**config.mk**
```make
export PLATFORM = sky130hd
export DESIGN_NAME = lsi_div
export DESIGN_NICKNAME = d
export VERILOG_FILES = /design/src/hw/rtl/lsi_pkg.sv /design/src/hw/rtl/lsi_div.sv
export SDC_FILE = /design/constraint.sdc
export NUM_CORES = 2
export LEC_CHECK = 0
export ABC_CLOCK_PERIOD_IN_PS = 3200
export BUFFER_PORTS_ARGS = -buffer_cell sky130_fd_sc_hd__buf_4
export CAP_MARGIN = 5
export CORE_MARGIN = 2
export CORE_UTILIZATION = 30
export CTS_CLUSTER_SIZE = 16
export DETAILED_ROUTE_END_ITERATION = 12
export PLACE_DENSITY = 0.51
export SYNTH_ARGS = -nofsm -noshare
export SYNTH_HDL_FRONTEND = slang
export SYNTH_SLANG_ARGS = --single-unit
```
**constraint.sdc**
```tcl
create_clock -name clk_i -period 3.2 [get_ports clk_i]
set_input_delay 0.16 -clock clk_i [delete_from_list [all_inputs] [get_ports clk_i]]
set_output_delay 0.16 -clock clk_i [all_outputs]
set_load 0.01 [all_outputs]
```
**src/hw/rtl/lsi_pkg.sv**
```systemverilog
// Shared types, widths and helpers for the segment crossing pipeline.
// Used by every module of line_segment_intersect; depends on nothing.
package lsi_pkg;

  // Coordinate width; every internal width below follows from it.
  localparam int CoordBits = 16;
  localparam int DiffBits  = CoordBits + 1;       // differences of two coordinates
  localparam int ProdBits  = 2 * DiffBits;        // product of two differences
  localparam int CrossBits = ProdBits + 1;        // difference of two products
  localparam int MagBits   = CrossBits - 1;       // magnitude of a cross product
  localparam int HalfBits  = MagBits / 2;         // split of a magnitude for multiplying
  localparam int PartBits  = HalfBits + CoordBits;
  localparam int DivBits   = MagBits + CoordBits; // dividend of the final division

  typedef logic signed [CoordBits-1:0] coord_t;

  // Input request: two segments, A to B and C to D.
  typedef struct packed {
    coord_t seg1_start_x;
    coord_t seg1_start_y;
    coord_t seg1_end_x;
    coord_t seg1_end_y;
    coord_t seg2_start_x;
    coord_t seg2_start_y;
    coord_t seg2_end_x;
    coord_t seg2_end_y;
  } lsi_in_t;

  // Result request.
  typedef struct packed {
    logic   hit;
    coord_t point_x;
    coord_t point_y;
  } lsi_out_t;

  // Crossing test results handed from the front end to the scaling stages.
  typedef struct packed {
    logic                 hit;
    logic [MagBits-1:0]   tnum_mag;
    logic [MagBits-1:0]   den_mag;
    logic [CoordBits-1:0] rx_mag;
    logic [CoordBits-1:0] ry_mag;
    logic                 rx_neg;
    logic                 ry_neg;
    coord_t               ax;
    coord_t               ay;
  } lsi_geo_t;

  // Values that ride alongside the dividers to the output stage.
  typedef struct packed {
    logic   hit;
    logic   rx_neg;
    logic   ry_neg;
    coord_t ax;
    coord_t ay;
  } lsi_side_t;

  // Sign-extend a coordinate by one bit.
  function automatic logic signed [DiffBits-1:0] ext_coord(coord_t c);
    return {c[CoordBits-1], c};
  endfunction

  // Sign-extend a product by one bit.
  function automatic logic signed [CrossBits-1:0] ext_prod(logic signed [ProdBits-1:0] p);
    return {p[ProdBits-1], p};
  endfunction

  // Magnitude of a cross product.
  function automatic logic [MagBits-1:0] cross_mag(logic signed [CrossBits-1:0] v);
    logic [CrossBits-1:0] n;
    n = v[CrossBits-1] ? (~v + CrossBits'(1)) : v;
    return n[MagBits-1:0];
  endfunction

  // Magnitude of a coordinate difference; it always fits the coordinate width.
  function automatic logic [CoordBits-1:0] diff_mag(logic signed [DiffBits-1:0] v);
    logic [DiffBits-1:0] n;
    n = v[DiffBits-1] ? (~v + DiffBits'(1)) : v;
    return n[CoordBits-1:0];
  endfunction

endpackage

```
**src/hw/rtl/lsi_div.sv**
```systemverilog
// Pipelined restoring divider, one quotient bit per register stage.
// The dividend's quotient must fit CoordBits bits; depends on lsi_pkg.
module lsi_div import lsi_pkg::*; (
  input  logic                 clk_i,
  input  logic                 en_i,
  input  logic [DivBits-1:0]   dividend_i,
  input  logic [MagBits-1:0]   divisor_i,
  output logic [CoordBits-1:0] quot_o
);

  localparam int Steps = CoordBits;

  logic [MagBits-1:0]   rem_q [Steps];
  logic [CoordBits-1:0] low_q [Steps];
  logic [CoordBits-1:0] quo_q [Steps];
  logic [MagBits-1:0]   dsr_q [Steps];

  for (genvar k = 0; k < Steps; k++) begin : g_step
    logic [MagBits-1:0]   rem_in, dsr_in, rem_d;
    logic [CoordBits-1:0] low_in, quo_in;
    logic [MagBits:0]     trial, diff;
    logic                 ge;

    // The first stage starts from the upper dividend bits, which lie below the divisor.
    if (k == 0) begin : g_first
      assign rem_in = dividend_i[DivBits-1:CoordBits];
      assign low_in = dividend_i[CoordBits-1:0];
      assign quo_in = '0;
      assign dsr_in = divisor_i;
    end else begin : g_next
      assign rem_in = rem_q[k-1];
      assign low_in = low_q[k-1];
      assign quo_in = quo_q[k-1];
      assign dsr_in = dsr_q[k-1];
    end

    // Shift in the next dividend bit and subtract where it fits.
    always_comb begin
      trial = {rem_in, low_in[CoordBits-1]};
      diff  = trial - {1'b0, dsr_in};
      ge    = (trial >= {1'b0, dsr_in});
      rem_d = ge ? diff[MagBits-1:0] : trial[MagBits-1:0];
    end

    always_ff @(posedge clk_i) begin
      if (en_i) begin
        rem_q[k] <= rem_d;
        low_q[k] <= {low_in[CoordBits-2:0], 1'b0};
        quo_q[k] <= {quo_in[CoordBits-2:0], ge};
        dsr_q[k] <= dsr_in;
      end
    end
  end

  assign quot_o = quo_q[Steps-1];

endmodule
```
==> metrics.txt <==
cell area after technology mapping=72650 sq um; upper clock frequency limit=0.2766 GHz; setup repair after global routing missed its margin=true; via density per instance=4.720; power spent charging and discharging nets=37310 uW; H-tree depth=4; total congestion overflow=0; most area-consuming cells after synthesis=sky130_fd_sc_hd__edfxtp_1 (53%), sky130_fd_sc_hd__ha_1 (9.4%), sky130_fd_sc_hd__a21oi_1 (4.5%); Worst path slowest cell=sky130_fd_sc_hd__edfxtp_1; fraction of synthesized cell area taken by the top area cell type=52.74%; number of CTS-inserted buffers=158; vias in the first global route=57018; data arrival time of the critical path=4.15 ns; die footprint=246100 sq um; min Tclk post-route=3.615 ns; number of standard cells in the layout, taps in and fillers out=11615; Yosys warning count=0; routed wire length=199300 um; Async SR Flop Fraction=0%; placeable core region=240800 sq um; detailed-placement wirelength estimate=145300 um; max capacitance violation total=0; cell with the most instances after synthesis=sky130_fd_sc_hd__edfxtp_1; die width=496.1 um; CP max FO=27; residual DRC count=0; Setup crit start kind=register; internal reg-to-reg setup slack=-0.41 ns; flop and latch count out of synthesis=1276; routability cong.=0.9612; Worst Path Required=3.74 ns; TritonCTS clock tree=yes; Cell variety after synth=89; switching share of power=36.23%; status=complete, but fails checks; classification of the worst setup path=register to register; areal power density over the cells=1012 nW/um^2; net count after synthesis=7116; Port Buffers=101; area added between synthesis and finish=40.05%; # clock sinks=1276; Rows=180; placed instance count=10892; internal power=65680 uW; Placed Area=87220 sq um; Global Route Usage Sum=15.61%; Initial DRC Count=2168; worst min-delay path class=input pin to register; cell type with the highest aggregate area in the netlist=sky130_fd_sc_hd__edfxtp_1; First-pass DRT Iterations=7; peak supply drop=0.5978 mV; Most used DFF post-synth=sky130_fd_sc_hd__edfxtp_1; number of antenna violations at the first check in global routing=6; number of cells produced by synthesis=6471; leakage power=0.04314 uW; count of endpoints failing setup in the final report=267; number of enable flip-flop cells after synthesis=1276; failing checks=setup timing; Slew @ Worst Pin=0.8891 ns; CTS clock-pin slew for the worst setup and hold paths=0.06 ns; clock share of power=17.4%; normalized max-slew margin=40.73%; WL per Instance=17.16 um; fraction of final layout cells sized beyond drive strength 1=33.78%; starting density of the core=30.17%; insertion delay of the later-clocked pin in the worst-skew pair=0.81 ns; Comb pwr share=56.0%; pin count of the biggest net entering global routing=167; via count of the routed design=54817; total I/O pin count=102; period utilisation layout=113.0%; CP peak stage delay=0.40 ns; final-layout worst hold slack=0.08441 ns; Post-DRT Antenna Nets=0; number of failing hold endpoints at the final stage=0; post-route standard cell area excluding fillers=101700 sq um; number of filler instances in the final layout=22535; nature of the critical path endpoint=register; Net count, final=8934; Clock Skews=0.05162 ns; final critical-path setup slack=-0.4148 ns; buffer depth of the longest clock path=3; clock root buffer master=sky130_fd_sc_hd__clkbuf_16; final slew viol count=0; first-pass GRT wire length=302500 um; Die H=496.1 um; Post-Synthesis Mean Instance Area=11.23 sq um; series of cell instances along the critical path=inv_2 -> ha_4 -> nand2b_1 -> a21oi_2 -> or3_4 -> a21oi_4 -> o31ai_4 -> a211o_1 -> a21o_1 -> a221o_1 -> a211o_4 -> buf_12 -> mux2_1; most used standard cells in the synthesized netlist=sky130_fd_sc_hd__edfxtp_1 (1276), sky130_fd_sc_hd__inv_1 (665), sky130_fd_sc_hd__a21oi_1 (647); sequential-to-total area share from yosys stat=52.74%; part of the power in registers=26.5%
worst max-delay path: cells and delay by family (launching register included):
kind / cells / cell delay, ns
AND/OR/NAND/NOR: 2 / 0.48
AO/OA/AOI/OAI: 7 / 1.58
flip-flops: 1 / 0.40
buffers and inverters: 2 / 0.28
multiplexers: 1 / 0.34
adder cells (fa/ha/maj): 1 / 0.20
per-layer routing:
layer	global-route usage, %	vias to the layer above	share of wire [%]
met5	0	-	0
met3	2.099	531	2.3
met1	14.36	25908	34
li1	-	27498	-
met2	31.48	880	56
met4	10.05	0	7.1
logic make-up after synthesis:
logic type | after synthesis | share of synthesized area (%)
AOI/OAI and AO/OA | 1802 | 15.59
xor gates and xnor gates | 434 | 5.232
adders and majority gates | 559 | 9.783
buffers and inverters | 832 | 4.438
DFF | 1276 | 52.74
muxes | 209 | 3.364
and+or+nand+nor | 1359 | 8.847
placed cells by master (no fill, tap or decap), drive strengths merged, types with 18 or more instances in the layout:
cell type / instances
or3: 19
o211ai: 36
o31ai: 41
nand4: 83
clkbuf: 202
buf: 1694
and3: 59
nor4: 22
nand2: 361
o21a: 56
nor2b: 52
ha: 544
o21ai: 341
a31oi: 58
bufinv: 20
inv: 673
nor3: 71
nand2b: 58
nand3: 108
xnor2: 274
a211oi: 39
a21o: 309
dlygate4sd3: 116
clkinv: 62
xor2: 160
nor2: 430
and2: 26
a21oi: 650
edfxtp: 1276
diode: 20
mux2: 197
a221oi: 18
o21bai: 73
sequential cells by signal, summed over array words and instances (netlist names):
register and cells:
low_q 120, dsr_q 510, quo_q 136, rem_q 510
stage by stage:
step / setup WS, ns / utilization [%] / power [uW] / setup TNS (ns)
global placement: -0.8843 / 36.23 / 73000 / -149.66
global route: -0.5276 / 42.26 / 109700 / -73.78
finish: -0.4148 / 42.26 / 103000 / -43.00
floorplan: -0.1644 / - / 55380 / -5.941
detailed placement: -0.7084 / 36.23 / 73370 / -155.68
CTS: -0.4288 / 40.81 / 99030 / -50.30
power by group through the flow:
stage | clock (uW) | sequential (uW) | combinational, uW
3_5_place_dp | 0 | 27400 | 46000
5_1_grt | 19300 | 27800 | 62600
6_report | 17900 | 27300 | 57700
3_3_place_gp | 0 | 27400 | 45600
4_1_cts | 18600 | 27200 | 53200
2_1_floorplan | 0 | 26300 | 29100
final timing paths:
kind,startpoint,endpoint,cells after the start
max,dsr_q[0][205],rem_q[0][240],13
min,dividend_i[9],low_q[0][9],2
max reg2reg,dsr_q[0][205],rem_q[0][240],13
min reg2reg,quo_q[1][17],quo_q[1][34],0
area by class of cell:
class / count / area (sq um) / share of cell area [%]
Inverter: 668 / 2530 / 2.487
Timing Repair Buffer: 1822 / 15680 / 15.41
Clock buffer: 190 / 4074 / 4.004
Clock inverter: 91 / 1154 / 1.134
Sequential cell: 1276 / 38320 / 37.66
Tap cell: 3185 / 3985 / 3.917
Multi-Input combinational cell: 4363 / 35950 / 35.34
Antenna cell: 20 / 50.05 / 0.04919
repair_timing:
action	CTS	global route
pin swaps	290	287
resized for setup	630	645
hold endpoints to repair	151	0
cloned	25	16
hold buffers	116	0
setup buffers	170	150
setup endpoints to repair	489	471
Power figures use the tool's default switching activity.
