--- config.mk ---
export PLATFORM = sky130hd
export DESIGN_NAME = lsi_scale
export DESIGN_NICKNAME = d
export VERILOG_FILES = /design/src/hw/rtl/lsi_pkg.sv /design/src/hw/rtl/lsi_scale.sv
export SDC_FILE = /design/constraint.sdc
export NUM_CORES = 2
export LEC_CHECK = 0
export ABC_AREA = 1
export BUFFER_PORTS_ARGS = -buffer_cell sky130_fd_sc_hd__clkbuf_2
export CORE_UTILIZATION = 64
export CTS_CLUSTER_SIZE = 28
export DETAILED_ROUTE_END_ITERATION = 12
export PLACE_DENSITY = 0.94
export SLEW_MARGIN = 0
export SYNTH_ARGS = -nofsm -noshare
export SYNTH_HDL_FRONTEND = slang
export SYNTH_SLANG_ARGS = --single-unit
--- constraint.sdc ---
create_clock -name clk_i -period 2.02 [get_ports clk_i]
set_input_delay 0.303 -clock clk_i [delete_from_list [all_inputs] [get_ports clk_i]]
set_output_delay 0.303 -clock clk_i [all_outputs]
set_load 0.1 [all_outputs]
--- src/hw/rtl/lsi_pkg.sv ---
// Shared types, widths and helpers for the segment crossing pipeline.
// Used by every module of line_segment_intersect; depends on nothing.
package lsi_pkg;

  // Coordinate width; every internal width below follows from it.
  localparam int CoordBits = 16;
  localparam int DiffBits  = CoordBits + 1;       // differences of two coordinates
  localparam int ProdBits  = 2 * DiffBits;        // product of two differences
  localparam int CrossBits = ProdBits + 1;        // difference of two products
  localparam int MagBits   = CrossBits - 1;       // magnitude of a cross product
  localparam int HalfBits  = MagBits / 2;         // split of a magnitude for multiplying
  localparam int PartBits  = HalfBits + CoordBits;
  localparam int DivBits   = MagBits + CoordBits; // dividend of the final division

  typedef logic signed [CoordBits-1:0] coord_t;

  // Input request: two segments, A to B and C to D.
  typedef struct packed {
    coord_t seg1_start_x;
    coord_t seg1_start_y;
    coord_t seg1_end_x;
    coord_t seg1_end_y;
    coord_t seg2_start_x;
    coord_t seg2_start_y;
    coord_t seg2_end_x;
    coord_t seg2_end_y;
  } lsi_in_t;

  // Result request.
  typedef struct packed {
    logic   hit;
    coord_t point_x;
    coord_t point_y;
  } lsi_out_t;

  // Crossing test results handed from the front end to the scaling stages.
  typedef struct packed {
    logic                 hit;
    logic [MagBits-1:0]   tnum_mag;
    logic [MagBits-1:0]   den_mag;
    logic [CoordBits-1:0] rx_mag;
    logic [CoordBits-1:0] ry_mag;
    logic                 rx_neg;
    logic                 ry_neg;
    coord_t               ax;
    coord_t               ay;
  } lsi_geo_t;

  // Values that ride alongside the dividers to the output stage.
  typedef struct packed {
    logic   hit;
    logic   rx_neg;
    logic   ry_neg;
    coord_t ax;
    coord_t ay;
  } lsi_side_t;

  // Sign-extend a coordinate by one bit.
  function automatic logic signed [DiffBits-1:0] ext_coord(coord_t c);
    return {c[CoordBits-1], c};
  endfunction

  // Sign-extend a product by one bit.
  function automatic logic signed [CrossBits-1:0] ext_prod(logic signed [ProdBits-1:0] p);
    return {p[ProdBits-1], p};
  endfunction

  // Magnitude of a cross product.
  function automatic logic [MagBits-1:0] cross_mag(logic signed [CrossBits-1:0] v);
    logic [CrossBits-1:0] n;
    n = v[CrossBits-1] ? (~v + CrossBits'(1)) : v;
    return n[MagBits-1:0];
  endfunction

  // Magnitude of a coordinate difference; it always fits the coordinate width.
  function automatic logic [CoordBits-1:0] diff_mag(logic signed [DiffBits-1:0] v);
    logic [DiffBits-1:0] n;
    n = v[DiffBits-1] ? (~v + DiffBits'(1)) : v;
    return n[CoordBits-1:0];
  endfunction

endpackage

--- src/hw/rtl/lsi_scale.sv ---
// Scaling stages: forms numerator times direction for x and y as two partial products.
// Two register stages; depends on lsi_pkg.
module lsi_scale import lsi_pkg::*; (
  input  logic               clk_i,
  input  logic               rst_ni,
  input  logic               en_i,
  input  logic               valid_i,
  input  lsi_geo_t           geo_i,
  output logic               valid_o,
  output logic [DivBits-1:0] dividend_x_o,
  output logic [DivBits-1:0] dividend_y_o,
  output logic [MagBits-1:0] divisor_o,
  output lsi_side_t          side_o
);

  logic [1:0]          valid_q;
  logic [PartBits-1:0] pp_xl_q, pp_xh_q, pp_yl_q, pp_yh_q;
  logic [MagBits-1:0]  den1_q, den2_q;
  lsi_side_t           side1_q, side2_q;
  lsi_side_t           side_d;
  logic [DivBits-1:0]  dvd_x_q, dvd_y_q;

  always_ff @(posedge clk_i or negedge rst_ni) begin
    if (!rst_ni) begin
      valid_q <= '0;
    end else if (en_i) begin
      valid_q <= {valid_q[0], valid_i};
    end
  end

  always_comb begin
    side_d.hit    = geo_i.hit;
    side_d.rx_neg = geo_i.rx_neg;
    side_d.ry_neg = geo_i.ry_neg;
    side_d.ax     = geo_i.ax;
    side_d.ay     = geo_i.ay;
  end

  // Partial products in the first stage, shifted sum in the second.
  always_ff @(posedge clk_i) begin
    if (en_i) begin
      pp_xl_q <= geo_i.tnum_mag[HalfBits-1:0] * geo_i.rx_mag;
      pp_xh_q <= geo_i.tnum_mag[MagBits-1:HalfBits] * geo_i.rx_mag;
      pp_yl_q <= geo_i.tnum_mag[HalfBits-1:0] * geo_i.ry_mag;
      pp_yh_q <= geo_i.tnum_mag[MagBits-1:HalfBits] * geo_i.ry_mag;
      den1_q  <= geo_i.den_mag;
      side1_q <= side_d;

      dvd_x_q <= DivBits'(pp_xl_q) + (DivBits'(pp_xh_q) << HalfBits);
      dvd_y_q <= DivBits'(pp_yl_q) + (DivBits'(pp_yh_q) << HalfBits);
      den2_q  <= den1_q;
      side2_q <= side1_q;
    end
  end

  assign valid_o      = valid_q[1];
  assign dividend_x_o = dvd_x_q;
  assign dividend_y_o = dvd_y_q;
  assign divisor_o    = den2_q;
  assign side_o       = side2_q;

endmodule

==> results of run 1 <==
[through the flow]
stage,area [um^2],TNS (ps),setup WS [ps]
floorplan,56500,-296810,-2920
global placement,62200,-348170,-3350
detailed placement,62200,-370220,-3670
CTS,67500,-283790,-2840
[Yosys cell counts, types with 3 or more instances]
cell / instances
nor3_2: 7
edfxtp_1: 370
xor2_1: 91
nor3_1: 36
nand2_1: 2200
nor2_1: 204
a21o_1: 4
clkbuf_1: 229
nand3_1: 165
nand3b_1: 7
a21oi_1: 100
ha_1: 452
and2_1: 8
inv_1: 1956
or2_1: 3
xnor2_1: 11
nand4_1: 29
o21bai_1: 12
fa_1: 834
o21ai_0: 13
[layer usage]
| layer | overflow | GRT usage |
|---|---|---|
| met1 | 8 | 0.659 |
| met2 | 80 | 0.831 |
| met3 | 7 | 0.573 |
| met4 | 48 | 0.649 |
| met5 | 0 | 0.314 |
[cells by family after synthesis]
group / count (synthesis) / share of synthesized area
DFF: 372 / 0.208
and+or+nand+nor: 2666 / 0.195
AOI/OAI and AO/OA: 130 / 0.0129
xor gates and xnor gates: 102 / 0.0166
buffers and inverters: 2187 / 0.153
adders and majority gates: 1286 / 0.416
[timing repair]
action | CTS
cloned | 16
setup buffers | 89
pin swaps | 297
endpoints found under the setup margin | 142
hold endpoints to repair | 72
gates resized for setup | 591
hold buffers | 71
==> run metrics, run 1 <==
total track usage=0.679; root buffer cell=clkbuf_16; main flop type after synthesis=edfxtp_1; largest cells by area after synthesis=fa_1 31%, edfxtp_1 21%, nand2_1 15%, inv_1 14%, ha_1 11%; syn_nets=8,168; Failed at=5_1_grt; Syn Inst Count=6,743; Die H=about 290 um; Max Root-Sink Buffers=3; Yosys top cell by area=fa_1; DIE WIDTH=292 um; First Err=[ERROR GRT-0116] Global routing finished with congestion. Check the congestion regions in the DRC Viewer.; Placed Cells=between 8,000 and 9,000; Max H-tree Level=2; RD Place Congestion=0.998; Avg Cell Area, Syn=approximately 8.0 um^2; first-pass GRT wire length=421 mm; synthesized area=53,800 um^2; Yosys cell types=29; Remaining Overflow, GRT=143; largest net degree at the start of global routing=48; port buffer count=308; Final HPWL DP=around 130 mm; clock sink total=372; row cnt=105; register bit total from synthesis=372; IO Count=309; vias in the first global route=66,000; Post-synth EDFFs=370; Yosys top cell area share=0.310; sequential share of the synthesized area=0.208; Num CTS Buffers=42; starting density of the core=0.651; Async SR Flop Fraction=0.00538; status=did not finish; Synthesis Warnings=0
==> run 2: changes to the inputs <==
CORE_UTILIZATION = 40   (was 64)
CTS_CLUSTER_SIZE = default   (was 28)
PLACE_DENSITY = default   (was 0.94)
PLACE_DENSITY_LB_ADDON = 0.15   (was default)
==> run 2 against run 1 <==
Net effect: the flow now finishes, with violations (negative setup slack); synthesized cell count unchanged; area after synthesis unchanged.
==> run metrics, run 2 <==
worst r2r path cells=13; drt pass-1 iters=6; Async SR Flop Fraction=0.00538 (unchanged); sequential share of the synthesized area=0.208 (unchanged); RD Place Congestion=0.875 (was 0.998); startpoint types=primary input; Skew-Pair Late Insertion Delay=around 660 ps; Remaining Overflow, GRT=0; WL met1=71.0 mm; most common cell after layout, fill and taps aside=nand2_1; Yosys top cell area share=0.310 (unchanged); Critical Path AT=between 5000 and 6000 ps; Hold Path Class=in -> reg; Detail Route met2 WL=73.8 mm; largest cells by area after synthesis=fa_1 31%, edfxtp_1 21%, nand2_1 15%, inv_1 14%, ha_1 11% (unchanged); drt wl/cell=between 15 and 20 um; failing checks=negative setup slack; Synthesis Warnings=0 (unchanged); synthesized area=53,800 um^2 (unchanged); Via Count=44,500; initial antenna violation count=6; row cnt=134 (was 105); critical path type=in -> reg; highest routed layer=met5; CP cell instances=buf_12 > buf_12 > nand2_4 > inv_2 > fa_1 > inv_1 > fa_1 > inv_2 > fa_2 > fa_1 > fa_1 > inv_1 > fa_1 > inv_2 > ha_4 > nand2_4 > inv_4 > nand2_2 > nor3_4 > nand2_1 > nand2_1 > xor2_1 > buf_4; DIE WIDTH=369 um (was 292 um); Num CTS Buffers=48 (was 42); critical path's slowest cell=fa_2; final WL=160 mm; Die H=369 um (was 292 um); Max H-tree Level=2 (unchanged); vias in the first global route=45,500; PnR worst setup slack=-2700 ps; Max Root-Sink Buffers=3 (unchanged); status=finished with violations (was did not finish); Reg-to-Reg Start=pp_yl_q[17]; slowest stage delay, CP=600 ps; share of the core filled with cells=0.542; CTS tree=built; FF+latch area=11,200 um^2; Hold Path Stages=1; main flop type after synthesis=edfxtp_1 (unchanged); CP endpoint kind=register; Avg Cell Area, Syn=7.97 um^2 (unchanged); first-pass GRT wire length=approximately 240 mm; Worst-path clk slew=70 ps; IO Count=309 (unchanged); # nets final=9,178; largest net degree at the start of global routing=57; multi-input logic area=38,500 um^2; Yosys cell types=29 (unchanged); Critical Path Most Common Cell=fa_1; Synth top cells by count=2,200 x nand2_1, 1,956 x inv_1, 834 x fa_1 (unchanged); CP required=roughly 2400 ps; starting density of the core=0.403 (was 0.651); pre-CTS WS=-3570 ps (was -3670 ps); syn_nets=8,168 (unchanged); Period Utilization, post-route=2.34; area grow syn2layout=34.6%; max_slew headroom=0.627; register bit total from synthesis=372 (unchanged); Syn Inst Count=6,743 (unchanged); Yosys top cell by area=fa_1 (unchanged); Via-to-Cell Ratio=approximately 4.6; Max Freq=0.212 GHz; share of cells above drive strength 1=0.271; clock sink total=372 (unchanged); Final setup viols=around 150; root buffer cell=clkbuf_16 (unchanged); most frequent cells in the layout=1,843 x nand2_1, 1,778 x inv_1, 785 x fa_1; min-delay src=en_i; Final Skew=33.9 ps; Fillers=12,300; total core area=133,000 um^2; origin of the worst setup path=geo_i[45]; wire length on met3=around 10 mm; hold path endpoint=dividend_y_o[40]; port buffer count=308 (unchanged); Reg2Reg Setup Slack=-270 ps; final hold slack=between 30 and 40 ps; reg-to-reg endpoint=dividend_y_o[49]; most common cell in the netlist=nand2_1 (unchanged); Final HPWL DP=119 mm (was 132 mm); Post-synth EDFFs=370 (unchanged); Max FO, Critical Path=6; total track usage=0.224; Slew @ Worst Pin=561 ps; Die Area=approximately 140,000 um^2; maxcap violations=0; RSZ-0062 raised after global routing=yes; final hold vios=0; Routed Antenna Nets=0; Fin Setup TNS=-277,490 ps; DR iter-0 viols=2,483; Post-route DRC=0; Tmin final=4720 ps; fin. max-slew vios=0
run 2: worst max-delay path, delay by kind of cell:
| kind | cells | cell delay [ps] |
|---|---|---|
| adder cells (fa/ha/maj) | 7 | 3490 |
| AND/OR/NAND/NOR | 6 | 550 |
| buffers and inverters | 9 | 720 |
| XOR/XNOR | 1 | 70 |
run 2: area by class of cell:
class	count	share of cell area
multi-input combinational	4184	0.532
clock inverter	37	0.00716
clock buffer	53	0.0169
inverter	1957	0.102
antenna	3	0.000104
tap	1768	0.0306
timing repair buffer	1190	0.157
sequential	372	0.154
run 2: cells by family (layout without fill, tap and decap cells):
kind of cell,Yosys count,after routing,share of synthesized area
flops,372,372,0.208
other cells,0,3,0
xor+xnor,102,102,0.0166
buf+inv,2187,3237,0.153
compound gates,130,130,0.0129
fa+ha+maj,1286,1286,0.416
simple gates,2666,2666,0.195
run 2: metal layers:
layer,vias to the layer above,track usage
met5,-,0
met4,4,0.0476
met3,248,0.0265
met2,1092,0.372
met1,21700,0.314
li1,21500,-
run 2: worst max-delay path by stage:
| stage | end | slack, ps |
|---|---|---|
| finish | pp_yl_q[17] | -2700 |
| global route | pp_yl_q[25] | -2900 |
| CTS | pp_xl_q[13] | -2670 |
| detailed placement | pp_xl_q[18] | -3570 |
| global placement | pp_xl_q[18] | -3530 |
| floorplan | pp_xl_q[26] | -2920 |
run 2: through the flow:
stage	area, um^2	instances
4_1_cts	68600	9450
6_report	72400	9564
3_5_place_dp	64300	9235
2_1_floorplan	56500	6743
5_1_grt	72400	9561
3_3_place_gp	64300	9235
run 2: what timing repair did:
item | in CTS | in global routing
pin swaps | 121 | 374
gates cloned | 11 | 35
endpoints found under the setup margin | 150 | 168
resized for setup | 296 | 760
setup buffers | 42 | 83
hold endpoints to repair | 72 | 0
hold buffers | 72 | 0
Power of run 2 is left out: the tool's default activity adds up to more than one toggle a clock period on the data nets, which glitch-free logic cannot reach.
